===== src/lwd_pkg.sv =====
`default_nettype none
// ----------------------------------------------------------------------------
// LCD window draw package
// Shared types, codes and constants of the window draw command generator.
// ----------------------------------------------------------------------------
package lwd_pkg;

  localparam int COORD_W = 10;
  localparam int COLOUR_W = 16;
  localparam int COUNT_W = 17;
  localparam int BYTE_W = 8;
  localparam int STEP_W = 4;

  localparam int PANEL_SHORT_DEF = 240;
  localparam int PANEL_LONG_DEF = 320;

  // The queue depth must be a power of two.
  localparam int QUEUE_DEPTH = 2;

  localparam logic [2:0] OP_PIXEL = 3'd0;
  localparam logic [2:0] OP_HLINE = 3'd1;
  localparam logic [2:0] OP_VLINE = 3'd2;
  localparam logic [2:0] OP_RECT = 3'd3;
  localparam logic [2:0] OP_FILL = 3'd4;
  localparam logic [2:0] OP_ROTATE = 3'd5;

  localparam logic [1:0] KIND_CMD = 2'd0;
  localparam logic [1:0] KIND_PARAM = 2'd1;
  localparam logic [1:0] KIND_RUN = 2'd2;

  localparam logic [BYTE_W-1:0] CMD_CASET = 8'h2A;
  localparam logic [BYTE_W-1:0] CMD_RASET = 8'h2B;
  localparam logic [BYTE_W-1:0] CMD_RAMWR = 8'h2C;
  localparam logic [BYTE_W-1:0] CMD_MADCTL = 8'h36;

  localparam logic [STEP_W-1:0] STEP_ROT_END = 4'd1;
  localparam logic [STEP_W-1:0] STEP_WIN_END = 4'd11;

  typedef struct packed {
    logic [2:0]          op;
    logic [COORD_W-1:0]  pos_x;
    logic [COORD_W-1:0]  pos_y;
    logic [COORD_W-1:0]  size_w;
    logic [COORD_W-1:0]  size_h;
    logic [COLOUR_W-1:0] colour;
    logic [1:0]          rotation;
  } req_t;

  typedef struct packed {
    logic [1:0]          kind;
    logic [BYTE_W-1:0]   byte_value;
    logic [COLOUR_W-1:0] run_colour;
    logic [COUNT_W-1:0]  run_count;
    logic                last;
  } res_t;

  typedef struct packed {
    logic                is_rot;
    logic [BYTE_W-1:0]   mode;
    logic [COORD_W-1:0]  x1;
    logic [COORD_W-1:0]  x2;
    logic [COORD_W-1:0]  y1;
    logic [COORD_W-1:0]  y2;
    logic [COORD_W-1:0]  w;
    logic [COORD_W-1:0]  h;
    logic [COLOUR_W-1:0] colour;
  } entry_t;

  typedef struct packed {
    logic full;
    logic empty;
  } q_stat_t;

  function automatic logic [BYTE_W-1:0] mode_byte(input logic [1:0] rot);
    logic [BYTE_W-1:0] m;
    unique case (rot)
      2'd0: m = 8'h40 | 8'h08;
      2'd1: m = 8'h20 | 8'h08;
      2'd2: m = 8'h80 | 8'h08;
      default: m = 8'h40 | 8'h80 | 8'h20 | 8'h08;
    endcase
    return m;
  endfunction

endpackage
`default_nettype wire


===== src/lcd_window_draw_command_generator_unit.sv =====
`default_nettype none
// ----------------------------------------------------------------------------
// LCD window draw command generator
// Clips draw requests to the panel and emits the window, memory write and
// colour run command stream, or the orientation command for a rotation.
// ----------------------------------------------------------------------------
// Channel   Direction  Handshake            Payload
// req       in         req_valid/req_stall  lwd_pkg::req_t
// res       out        res_valid/res_stall  lwd_pkg::res_t
//
// A drawing request yields twelve results, a rotation two; the back end's
// step counter sets this, and a queued request follows without a gap.
// A request passes through the job queue and job register to the output.
// The job queue holds two requests; req_stall is high while it is full.
// Reset clears the orientation to portrait, the queue and the output valid flag.
// ----------------------------------------------------------------------------
module lcd_window_draw_command_generator_unit #(
  parameter int PANEL_SHORT = lwd_pkg::PANEL_SHORT_DEF,
  parameter int PANEL_LONG = lwd_pkg::PANEL_LONG_DEF
) (
  input  wire logic           clk,
  input  wire logic           rst,
  input  wire logic           req_valid,
  output logic                req_stall,
  input  wire lwd_pkg::req_t  req,
  output logic                res_valid,
  input  wire logic           res_stall,
  output lwd_pkg::res_t       res
);

  logic             accept;
  logic             push;
  logic             pop;
  lwd_pkg::entry_t  wr_entry;
  lwd_pkg::entry_t  head;
  lwd_pkg::q_stat_t q_stat;

  assign req_stall = q_stat.full;
  assign accept = req_valid && !req_stall;

  lwd_front #(
    .PANEL_SHORT(PANEL_SHORT),
    .PANEL_LONG(PANEL_LONG)
  ) u_front (
    .clk(clk),
    .rst(rst),
    .accept(accept),
    .req(req),
    .push(push),
    .entry(wr_entry)
  );

  lwd_queue u_queue (
    .clk(clk),
    .rst(rst),
    .push(push),
    .wr_entry(wr_entry),
    .pop(pop),
    .head(head),
    .stat(q_stat)
  );

  lwd_back u_back (
    .clk(clk),
    .rst(rst),
    .q_stat(q_stat),
    .head(head),
    .pop(pop),
    .res_stall(res_stall),
    .res_valid(res_valid),
    .res(res)
  );

  a_no_push_when_full: assert property (@(posedge clk) disable iff (rst)
    q_stat.full |-> !push)
    else $error("Item pushed into a full job queue.");

  a_no_pop_when_empty: assert property (@(posedge clk) disable iff (rst)
    q_stat.empty |-> !pop)
    else $error("Item popped from an empty job queue.");

  a_run_is_last: assert property (@(posedge clk) disable iff (rst)
    (res_valid && res.kind == lwd_pkg::KIND_RUN) |-> res.last)
    else $error("Colour run item is not the last item of its request.");

  a_madctl_param_follows: assert property (@(posedge clk) disable iff (rst)
    (res_valid && !res_stall && res.kind == lwd_pkg::KIND_CMD &&
     res.byte_value == lwd_pkg::CMD_MADCTL)
    |=> (res_valid && res.kind == lwd_pkg::KIND_PARAM && res.last))
    else $error("Orientation command not followed by its mode byte.");

endmodule
`default_nettype wire


===== src/lwd_front.sv =====
`default_nettype none
// ----------------------------------------------------------------------------
// LCD window draw front end
// Classifies each request, clips it to the panel and queues a window or rotation job.
// ----------------------------------------------------------------------------
module lwd_front #(
  parameter int PANEL_SHORT = lwd_pkg::PANEL_SHORT_DEF,
  parameter int PANEL_LONG = lwd_pkg::PANEL_LONG_DEF
) (
  input  wire logic           clk,
  input  wire logic           rst,
  input  wire logic           accept,
  input  wire lwd_pkg::req_t  req,
  output logic                push,
  output lwd_pkg::entry_t     entry
);

  localparam int CW = lwd_pkg::COORD_W;
  localparam logic [CW-1:0] PS = CW'(PANEL_SHORT);
  localparam logic [CW-1:0] PL = CW'(PANEL_LONG);
  localparam logic [CW-1:0] ONE = CW'(1);

  logic [1:0]    orientation;
  logic [CW-1:0] pw;
  logic [CW-1:0] ph;
  logic [CW-1:0] w_eff;
  logic [CW-1:0] h_eff;
  logic [CW:0]   x_end;
  logic [CW:0]   y_end;
  logic [CW-1:0] x2;
  logic [CW-1:0] y2;
  logic          on_screen;
  logic          emit;

  assign pw = orientation[0] ? PL : PS;
  assign ph = orientation[0] ? PS : PL;

  always_comb begin
    w_eff = req.size_w;
    h_eff = req.size_h;
    unique case (req.op)
      lwd_pkg::OP_PIXEL: begin
        w_eff = ONE;
        h_eff = ONE;
      end
      lwd_pkg::OP_HLINE: h_eff = ONE;
      lwd_pkg::OP_VLINE: w_eff = ONE;
      default: ;
    endcase
  end

  assign x_end = {1'b0, req.pos_x} + {1'b0, w_eff} - {1'b0, ONE};
  assign y_end = {1'b0, req.pos_y} + {1'b0, h_eff} - {1'b0, ONE};
  assign x2 = (x_end >= {1'b0, pw}) ? pw - ONE : x_end[CW-1:0];
  assign y2 = (y_end >= {1'b0, ph}) ? ph - ONE : y_end[CW-1:0];
  assign on_screen = (req.pos_x < pw) && (req.pos_y < ph) &&
                     (w_eff != '0) && (h_eff != '0);

  always_comb begin
    entry.is_rot = 1'b0;
    entry.mode = lwd_pkg::mode_byte(req.rotation);
    entry.x1 = req.pos_x;
    entry.y1 = req.pos_y;
    entry.x2 = x2;
    entry.y2 = y2;
    entry.w = x2 - req.pos_x + ONE;
    entry.h = y2 - req.pos_y + ONE;
    entry.colour = req.colour;
    emit = 1'b0;
    unique case (req.op) inside
      lwd_pkg::OP_ROTATE: begin
        entry.is_rot = 1'b1;
        emit = 1'b1;
      end
      lwd_pkg::OP_FILL: begin
        entry.x1 = '0;
        entry.y1 = '0;
        entry.x2 = pw - ONE;
        entry.y2 = ph - ONE;
        entry.w = pw;
        entry.h = ph;
        emit = 1'b1;
      end
      lwd_pkg::OP_PIXEL, lwd_pkg::OP_HLINE, lwd_pkg::OP_VLINE, lwd_pkg::OP_RECT:
        emit = on_screen;
      default: emit = 1'b0;
    endcase
  end

  assign push = accept && emit;

  always_ff @(posedge clk) begin
    if (rst) begin
      orientation <= 2'd0;
    end else if (accept && req.op == lwd_pkg::OP_ROTATE) begin
      orientation <= req.rotation;
    end
  end

endmodule
`default_nettype wire


===== src/lwd_queue.sv =====
`default_nettype none
// ----------------------------------------------------------------------------
// LCD window draw job queue
// Short first-in first-out buffer between the front end and the back end.
// ----------------------------------------------------------------------------
module lwd_queue (
  input  wire logic             clk,
  input  wire logic             rst,
  input  wire logic             push,
  input  wire lwd_pkg::entry_t  wr_entry,
  input  wire logic             pop,
  output lwd_pkg::entry_t       head,
  output lwd_pkg::q_stat_t      stat
);

  localparam int DEPTH = lwd_pkg::QUEUE_DEPTH;
  localparam int PTR_W = (DEPTH > 1) ? $clog2(DEPTH) : 1;
  localparam int CNT_W = $clog2(DEPTH + 1);

  lwd_pkg::entry_t  slots [DEPTH];
  logic [PTR_W-1:0] wr_ptr;
  logic [PTR_W-1:0] rd_ptr;
  logic [CNT_W-1:0] fill;

  assign head = slots[rd_ptr];
  assign stat.full = (fill == CNT_W'(DEPTH));
  assign stat.empty = (fill == '0);

  always_ff @(posedge clk) begin
    if (push) begin
      slots[wr_ptr] <= wr_entry;
    end
  end

  always_ff @(posedge clk) begin
    if (rst) begin
      wr_ptr <= '0;
      rd_ptr <= '0;
      fill <= '0;
    end else begin
      if (push) begin
        wr_ptr <= wr_ptr + PTR_W'(1);
      end
      if (pop) begin
        rd_ptr <= rd_ptr + PTR_W'(1);
      end
      if (push && !pop) begin
        fill <= fill + CNT_W'(1);
      end else if (pop && !push) begin
        fill <= fill - CNT_W'(1);
      end
    end
  end

endmodule
`default_nettype wire


===== src/lwd_back.sv =====
`default_nettype none
// ----------------------------------------------------------------------------
// LCD window draw back end
// Steps through the command bytes of one queued job into the output register.
// ----------------------------------------------------------------------------
module lwd_back (
  input  wire logic              clk,
  input  wire logic              rst,
  input  wire lwd_pkg::q_stat_t  q_stat,
  input  wire lwd_pkg::entry_t   head,
  output logic                   pop,
  input  wire logic              res_stall,
  output logic                   res_valid,
  output lwd_pkg::res_t          res
);

  localparam int SW = lwd_pkg::STEP_W;
  localparam int CW = lwd_pkg::COORD_W;
  localparam int PW = 2 * CW;

  logic            busy;
  logic [SW-1:0]   step;
  lwd_pkg::entry_t cur;
  logic [lwd_pkg::COUNT_W-1:0] count;
  logic [PW-1:0]   prod;
  logic            adv;
  logic            at_end;
  lwd_pkg::res_t   item;

  assign prod = head.w * head.h;
  assign adv = !res_valid || !res_stall;
  assign at_end = (step == (cur.is_rot ? lwd_pkg::STEP_ROT_END : lwd_pkg::STEP_WIN_END));
  assign pop = !q_stat.empty && (!busy || (adv && at_end));

  always_comb begin
    item = '0;
    item.last = at_end;
    item.kind = lwd_pkg::KIND_PARAM;
    if (cur.is_rot) begin
      if (step == '0) begin
        item.kind = lwd_pkg::KIND_CMD;
        item.byte_value = lwd_pkg::CMD_MADCTL;
      end else begin
        item.byte_value = cur.mode;
      end
    end else begin
      unique case (step)
        4'd0: begin
          item.kind = lwd_pkg::KIND_CMD;
          item.byte_value = lwd_pkg::CMD_CASET;
        end
        4'd1: item.byte_value = 8'(cur.x1[CW-1:8]);
        4'd2: item.byte_value = cur.x1[7:0];
        4'd3: item.byte_value = 8'(cur.x2[CW-1:8]);
        4'd4: item.byte_value = cur.x2[7:0];
        4'd5: begin
          item.kind = lwd_pkg::KIND_CMD;
          item.byte_value = lwd_pkg::CMD_RASET;
        end
        4'd6: item.byte_value = 8'(cur.y1[CW-1:8]);
        4'd7: item.byte_value = cur.y1[7:0];
        4'd8: item.byte_value = 8'(cur.y2[CW-1:8]);
        4'd9: item.byte_value = cur.y2[7:0];
        4'd10: begin
          item.kind = lwd_pkg::KIND_CMD;
          item.byte_value = lwd_pkg::CMD_RAMWR;
        end
        default: begin
          item.kind = lwd_pkg::KIND_RUN;
          item.run_colour = cur.colour;
          item.run_count = count;
        end
      endcase
    end
  end

  always_ff @(posedge clk) begin
    if (rst) begin
      busy <= 1'b0;
      step <= '0;
      res_valid <= 1'b0;
    end else begin
      if (adv) begin
        res_valid <= busy;
      end
      if (busy && adv) begin
        step <= step + SW'(1);
        if (at_end) begin
          busy <= 1'b0;
        end
      end
      if (pop) begin
        busy <= 1'b1;
        step <= '0;
      end
    end
  end

  always_ff @(posedge clk) begin
    if (busy && adv) begin
      res <= item;
    end
    if (pop) begin
      cur <= head;
      count <= prod[lwd_pkg::COUNT_W-1:0];
    end
  end

endmodule
`default_nettype wire

===== config.mk =====
export PLATFORM = sky130hd
export DESIGN_NAME = lcd_window_draw_command_generator_unit
export DESIGN_NICKNAME = d
export VERILOG_FILES = /design/src/lwd_pkg.sv /design/src/lcd_window_draw_command_generator_unit.sv /design/src/lwd_front.sv /design/src/lwd_queue.sv /design/src/lwd_back.sv
export SDC_FILE = /design/constraint.sdc
export NUM_CORES = 1
export LEC_CHECK = 0
export BUFFER_PORTS_ARGS = -buffer_cell sky130_fd_sc_hd__buf_2
export CAP_MARGIN = 0
export CORE_ASPECT_RATIO = 1.2
export CORE_UTILIZATION = 45
export DETAILED_ROUTE_END_ITERATION = 8
export HOLD_SLACK_MARGIN = 0.02
export PLACE_DENSITY_LB_ADDON = 0.1
export SETUP_SLACK_MARGIN = 0.2
export SYNTH_ARGS = -nofsm -noshare
export SYNTH_HDL_FRONTEND = slang
export SYNTH_SLANG_ARGS = --single-unit

===== constraint.sdc =====
create_clock -name clk -period 6.95 [get_ports clk]
set_input_delay 1.39 -clock clk [delete_from_list [all_inputs] [get_ports clk]]
set_output_delay 1.39 -clock clk [all_outputs]
set_load 0.005 [all_outputs]

==> impl_metrics.py, run 1 <==
metrics = {
    "timing": {
        "fin_crit_sh_pct": 92.4,
        "setup_tns_ns": 0,
        "holdWs_ns": 0.514,
        "worstMarginPinSlew_ns": 1.05,
        "fin_crit_ns": 6.42,
        "hold_viol": 0,
        "rsz0062_at_grt": "no",
        "slew_headroom_pct": 30.2,
        "finalMaxSlewViolations": 0,
        "clock-skew-final_ns": 0.0160,
        "max_freq_mhz": 156,
        "worst_slack_ns": 0.527,
        "setup_viol": 0,
    },
    "worst_setup_path": {
        "crit_required_ns": 7.26,
        "worstPathMaxFanout": 9,
        "worstPathArrival_ns": 6.73,
        "path_class": "input pin to flip-flop",
        "endpoint_kind": "flip-flop",
        "start_kind": "input pin",
    },
    "grt": {
        "grt_pass1_vias": 10657,
        "grt_max_degree": 80,
        "grt_first_pass_wirelength_um": 56800,
        "track_usage_pct": 19.1,
        "antenna_found_initial": 0,
        "gr-total-overflow": 0,
    },
    "placement": {
        "gp_congestion": 0.852,
        "portBuffers": 110,
        "dp_slack_ns": -0.0879,
        "hpwlAfterDp_um": 26400,
    },
    "run_status": {
        "status": "complete, no violations",
    },
    "logic_synthesis": {
        "syn_area_um2": 16900,
        "synthAdderAreaFrac_pct": 17.4,
        "synth.distinct_cells": 71,
        "async_flop_share_pct": 0,
        "synth_top_family_by_area": "adder cells",
        "synthCells": 1387,
        "yosys.area_share.xor_xnor_pct": 2.39,
        "ys.flop_type": "edfxtp_1",
        "ys_seq_elements": 293,
        "synth_simple_gate_area_share_pct": 10.6,
        "avgSynthCellArea_um2": 12.2,
        "yosysWarnings": 0,
        "synth_compound_area_share_pct": 6.85,
        "synth-edff-count": 281,
        "synth_mux_area_share_pct": 6.86,
        "synth_seq_area_share_pct": 51.4,
    },
    "final_layout": {
        "fill_cells": 3281,
        "fin_nets": 1807,
        "antenna_cells": 0,
        "area_growth_pct": 14.6,
        "finish.utilization_pct": 52.4,
        "drive_above_1_share_pct": 21.1,
    },
    "job": {
        "cap_violations": 0,
    },
    "routing": {
        "drc": 0,
        "wl_um": 35400,
        "wl_per_cell_um": 17.4,
        "drt_iter0_markers": 478,
        "firstDrtPassIters": 5,
        "vias": 10476,
        "ant_nets": 0,
        "avgViaCountPerCell": 5.14,
    },
    "hold_path": {
        "hp-class": "flip-flop to flip-flop",
    },
    "clock_tree": {
        "clockBufferDepth": 3,
        "cts_tree": "yes",
        "numCtsBuffers": 28,
        "clk_latency_ns": 0.57,
        "clkTransAtPathRegs_ns": 0.06,
        "cts_max_level": 1,
        "clock_sinks": 293,
        "clockRootBuffer": "clkbuf_16",
        "postCtsHoldBufs": 0,
    },
    "floorplan": {
        "rows": 77,
        "core_area_um2": 36900,
        "start_util_pct": 45.7,
        "dieArea_um2": 38300,
        "die_x_um": 179,
        "ios": 111,
        "die_y_um": 214,
    },
    "power_and_ir_drop": {
        "leakage_nw": 7.87,
        "netSwitchingFraction_pct": 39.6,
        "p_comb_share_pct": 56.2,
        "ir_drop_uv": 469,
        "p_int_mw": 6.08,
        "p_sw_mw": 3.99,
        "clkPwrFrac_pct": 15.3,
        "seq_power_share_pct": 28.5,
        "power.density_nw_per_um2": 521,
    },
}
-- power by group through the flow --
| stage | combinational (mW) | clock, mW | sequential [mW] |
|---|---|---|---|
| global route | 6.59 | 1.64 | 2.91 |
| CTS | 5.73 | 1.58 | 2.88 |
| detailed placement | 5.68 | 0 | 2.91 |
| floorplan | 4.40 | 0 | 2.87 |
| finish | 5.66 | 1.54 | 2.87 |
| global placement | 5.59 | 0 | 2.90 |
-- registers in the layout (all words and copies together) (netlist names), named ones only --
name                 cells
u_back.res              44
u_back.step              4
u_queue.rd_ptr           1
u_queue.fill             2
u_queue.slots          160
u_back.res_valid         1
u_back.cur              60
u_front.orientation      1
u_queue.wr_ptr           1
u_back.busy              1
u_back.count            17
-- timing repair --
action | CTS | global route
setup endpoints to repair | 0 | 12
gates resized for setup | 0 | 6
setup buffers | 0 | 3
endpoints found under the hold margin | 0 | 0
-- metal layers --
metal  track usage (%)  up-vias  part of all wire, %
met1              25.1     5080                   45
met2              32.8      188                   49
li1                  -     5158                    -
met3              2.00       50                  3.2
met4              5.65        0                  2.5
met5                 0        -                    0
-- metrics by stage --
stage	instance area, µm²	cells	total power, mW
6_report	19300	2039	10.1
3_5_place_dp	18400	1986	8.59
4_1_cts	19300	2036	10.2
5_1_grt	19300	2039	11.1
3_3_place_gp	18400	1986	8.50
2_1_floorplan	17000	1390	7.27
-- cell usage after synthesis, types with 3 or more instances --
cell type  count  area (µm²)
xnor2_1       28         245
or2_2         14        87.6
inv_1        161         604
clkbuf_1      27         101
a211oi_1       7        52.6
dfxtp_1       12         240
nor3_1        15        75.1
nor3b_1        3        22.5
nand3b_1       4        30.0
nor2_1       133         499
nand4_1        6        37.5
ha_1         133        1660
and2_1        39         244
a22oi_1        3        22.5
a21o_1        14         105
o21ai_0       47         235
buf_1          5        18.8
nor2b_1       15        93.8
edfxtp_1     281        8440
fa_1          64        1280
a21oi_1       50         250
a2111o_1       3        33.8
buf_2          3        15.0
o21bai_1       4        30.0
o22ai_1        3        18.8
or3_1          4        25.0
nor4_1         3        18.8
o221ai_1       3        26.3
nand2b_1      19         119
o21a_1         9        67.6
mux2_2        77         867
a31oi_1        6        37.5
a311oi_1       4        35.0
mux2i_1       25         250
xor2_1        18         158
nand3_1       15        75.1
o31a_1         3        26.3
nand2_1       84         315
-- critical path, stage by stage --
cell      delay (ns)
buf_2           0.14
or2_4           0.20
nand2_1         0.08
ha_1            0.32
inv_1           0.06
ha_1            0.32
a211oi_2        0.27
o21ai_0         0.18
a21oi_1         0.18
xor2_1          0.20
inv_1           0.07
ha_1            0.31
nand3_1         0.10
o21ai_1         0.08
a221o_1         0.34
nor4b_4         0.27
buf_4           0.16
nand2_1         0.05
ha_1            0.30
ha_1            0.28
a21o_1          0.17
a21oi_2         0.15
nand2b_4        0.14
a21oi_2         0.05
o311a_1         0.33
or3_1           0.34
a31o_2          0.26
-- path summary, 6_finish.rpt --
check,start,end,slack [ns],depth (start not counted)
setup reg to reg,flip-flop,u_back.count[15],0.98,16
hold reg to reg,u_back.count[10],u_back.res[11],0.51,1
hold / removal,u_back.count[10],u_back.res[11],0.51,1
setup / recovery,req[60],u_queue.slots[0][24],0.53,27
-- final cells by class --
cell class / count / area (µm²) / share of cell area (%)
Clock inverter: 18 / 219 / 1.13
Multi-Input combinational cell: 900 / 7600 / 39.3
Tap cell: 474 / 593 / 3.07
Sequential cell: 293 / 8680 / 44.9
Inverter: 161 / 604 / 3.12
Clock buffer: 32 / 716 / 3.70
Timing Repair Buffer: 161 / 933 / 4.82
-- cell families after synthesis --
family | Yosys count
flip-flops | 293
buffers and inverters | 197
AND/OR/NAND/NOR | 367
multiplexers | 105
AO/OA/AOI/OAI | 181
adder cells (fa/ha/maj) | 197
XOR/XNOR | 46
other | 1
-- cell usage in the layout, fill, tap and decap left out, types with 6 or more instances in the layout --
cell       synthesis  routed
or2_2             14      12
nand2_1           84      83
nor2_1           133     131
nor3_1            15      14
mux2i_1           25      25
o21a_1             9       9
and2_1            39      39
dfxtp_1           12      11
fa_1              64      62
inv_1            161     159
clkbuf_16          0      28
nor2b_1           15      13
edfxtp_1         281     281
xnor2_1           28      27
a21o_1            14      14
xor2_1            18      17
nand2b_1          19      18
mux2_2            77      77
a21oi_1           50      46
o21ai_1            1       6
a31oi_1            6       6
nand4_1            6       6
o21ai_0           47      42
nand3_1           15      15
buf_2              3     110
ha_1             133     130
buf_4              0      51
Note: power is estimated with default switching activity, not from simulation.
==> run 2, diff against run 1 <==
Settings changed: MAX_ROUTING_LAYER set to met4, SYNTH_HIERARCHICAL set to 1.
==> impl_metrics.py, run 2 <==
metrics = {
    "worst_setup_path": {
        "path_class": "input pin to flip-flop",
        "crit_slowest_cell": "fa_1",
        "crit_required_ns": 7.23,
        "worstPathMaxFanout": 11,
        "crit_buf_inv": 5,
        "start_kind": "input pin",
        "cp_top_family": "compound AO/OA/AOI/OAI gates",
        "endpoint_kind": "flip-flop",
        "ff2ff_setup_slack_ns": 1.04,
        "worstPathArrival_ns": 6.55,
        "slowest_delay_ns": 0.39,
        "crit_path_frequent_cell": "ha_1",
    },
    "floorplan": {
        "start_util_pct": 45.6,
        "rows": 79,
        "die_y_um": 219,
        "dieArea_um2": 40000,
        "ios": 111,
        "core_area_um2": 38600,
        "die_x_um": 183,
    },
    "logic_synthesis": {
        "synthCells": 1423,
        "avgSynthCellArea_um2": 12.4,
        "yosysMostFrequentCell": "edfxtp_1",
        "synth-edff-count": 296,
        "synth_seq_area_share_pct": 51.8,
        "synth_top_area_cell": "edfxtp_1",
        "async_flop_share_pct": 0,
        "ys_top_cells_by_area": "edfxtp_1, ha_1, fa_1",
        "synthTopCellsByCount": "edfxtp_1, inv_1, ha_1",
        "ys_seq_elements": 308,
        "synth_top_area_share_pct": 50.4,
        "synth.distinct_cells": 75,
        "ys.flop_type": "edfxtp_1",
        "syn_area_um2": 17600,
        "yosysWarnings": 6,
    },
    "grt": {
        "grt_first_pass_wirelength_um": 57200,
        "grt_max_degree": 86,
        "top_usage_layer": "met2",
        "track_usage_pct": 19.0,
        "grt_pass1_vias": 10664,
        "grtUsageMet3_pct": 2.36,
        "antenna_found_initial": 1,
        "gr-total-overflow": 0,
        "grtUsageMet1_pct": 24.5,
        "use_met2_pct": 31.6,
    },
    "timing": {
        "slew_headroom_pct": 32.1,
        "rsz0062_at_grt": "no",
        "finalMaxSlewViolations": 0,
        "hold_viol": 0,
        "worstMarginPinSlew_ns": 1.02,
        "fin_crit_ns": 6.27,
        "max_freq_mhz": 159,
        "clock-skew-final_ns": 0.00880,
        "fin_crit_sh_pct": 90.3,
        "setup_viol": 0,
        "setup_tns_ns": 0,
    },
    "run_status": {
        "status": "complete, no violations",
    },
    "final_layout": {
        "top_regs": "u_queue/slots (170), u_back/cur (65), u_back/res (44)",
        "seq_area_um2": 9130,
        "drive_above_1_share_pct": 14.9,
        "multi_input_area_um2": 7480,
        "finalInstanceArea_um2": 19500,
        "final_cell_mix": "edfxtp_1, inv_1, ha_1",
        "instances_no_fill": 2069,
        "regMostFlops": "u_queue/slots",
        "fin_nets": 1780,
        "area_growth_pct": 10.6,
        "largest_reg_flops": 170,
        "fill_cells": 3434,
        "mostFrequentLayoutCell": "edfxtp_1",
    },
    "clock_tree": {
        "cts_max_level": 1,
        "clkTransAtPathRegs_ns": 0.06,
        "clock_sinks": 308,
        "clk_latency_ns": 0.57,
        "postCtsHoldBufs": 0,
        "cts_tree": "yes",
        "clockBufferDepth": 3,
        "clockRootBuffer": "clkbuf_16",
        "numCtsBuffers": 30,
    },
    "routing": {
        "drt_iter0_markers": 429,
        "avgViaCountPerCell": 5.00,
        "ant_nets": 0,
        "vias": 10349,
        "drc": 0,
        "wl_um": 35500,
        "wl_per_cell_um": 17.1,
        "firstDrtPassIters": 5,
    },
    "placement": {
        "gp_congestion": 0.844,
        "placed_area_um2": 18600,
        "hpwlAfterDp_um": 25800,
        "portBuffers": 110,
        "dp_cells": 2011,
    },
    "job": {
        "cap_violations": 0,
    },
    "hold_path": {
        "hp-class": "flip-flop to flip-flop",
    },
}
-- run 2: stage by stage --
step                      utilization [%]  hold slack (ns)  setup WS, ns
final                                50.4            0.515         0.677
after global routing                 50.4            0.535         0.223
after detailed placement             48.1            0.504         0.142
after CTS                            50.4            0.521         0.718
after global placement               48.1            0.485         0.205
after floorplan                         -            0.461         0.402
-- run 2: worst reg2reg max path, delay by kind of cell (launching register included) --
kind / cells / cell delay (ns)
AO/OA/AOI/OAI: 3 / 0.71
XOR/XNOR: 1 / 0.15
adder cells (fa/ha/maj): 6 / 2.95
buffers and inverters: 4 / 0.43
flip-flops: 1 / 0.61
multiplexers: 1 / 0.49
AND/OR/NAND/NOR: 2 / 0.30
-- run 2: worst paths after layout --
path,to,cells past startpoint,startpoint
min reg2reg,u_back/res_valid,2,u_back/res_valid
max,u_queue/slots[1][34],30,req[58]
max reg2reg,u_back/count[16],17,flip-flop
min,u_back/res_valid,2,u_back/res_valid
-- run 2: what timing repair did --
action,in CTS,in global routing
setup buffers,0,1
gates resized for setup,0,2
setup endpoints to repair,0,8
-- run 2: cell families (layout without fill, tap and decap cells) --
group	count (synthesis)	count (layout)	share of synthesized area (%)
mux	93	93	5.92
compound gates	187	187	6.85
simple gates	349	349	10.2
buf+inv	238	352	6.04
flops	308	308	51.8
other cells	2	8	0.0426
fa+ha+maj	197	197	16.7
xor+xnor	49	49	2.43
-- run 2: layout make-up --
cell class	instances	area share, %
antenna	1	0.0128
clock buffer	37	3.99
clock inverter	19	0.603
inverter	169	3.26
multi-input combinational	882	38.4
sequential	308	46.9
tap	526	3.38
timing repair buffer	127	3.54
-- run 2: per-layer routing --
metal	wire length (µm)	up-vias
li1	-	5116
met1	16500	4995
met2	16800	192
met3	1360	46
met4	771	0
met5	0	-
Power of run 2 is left out: the tool's default activity adds up to more than one toggle a clock period on the data nets, which glitch-free logic cannot reach.
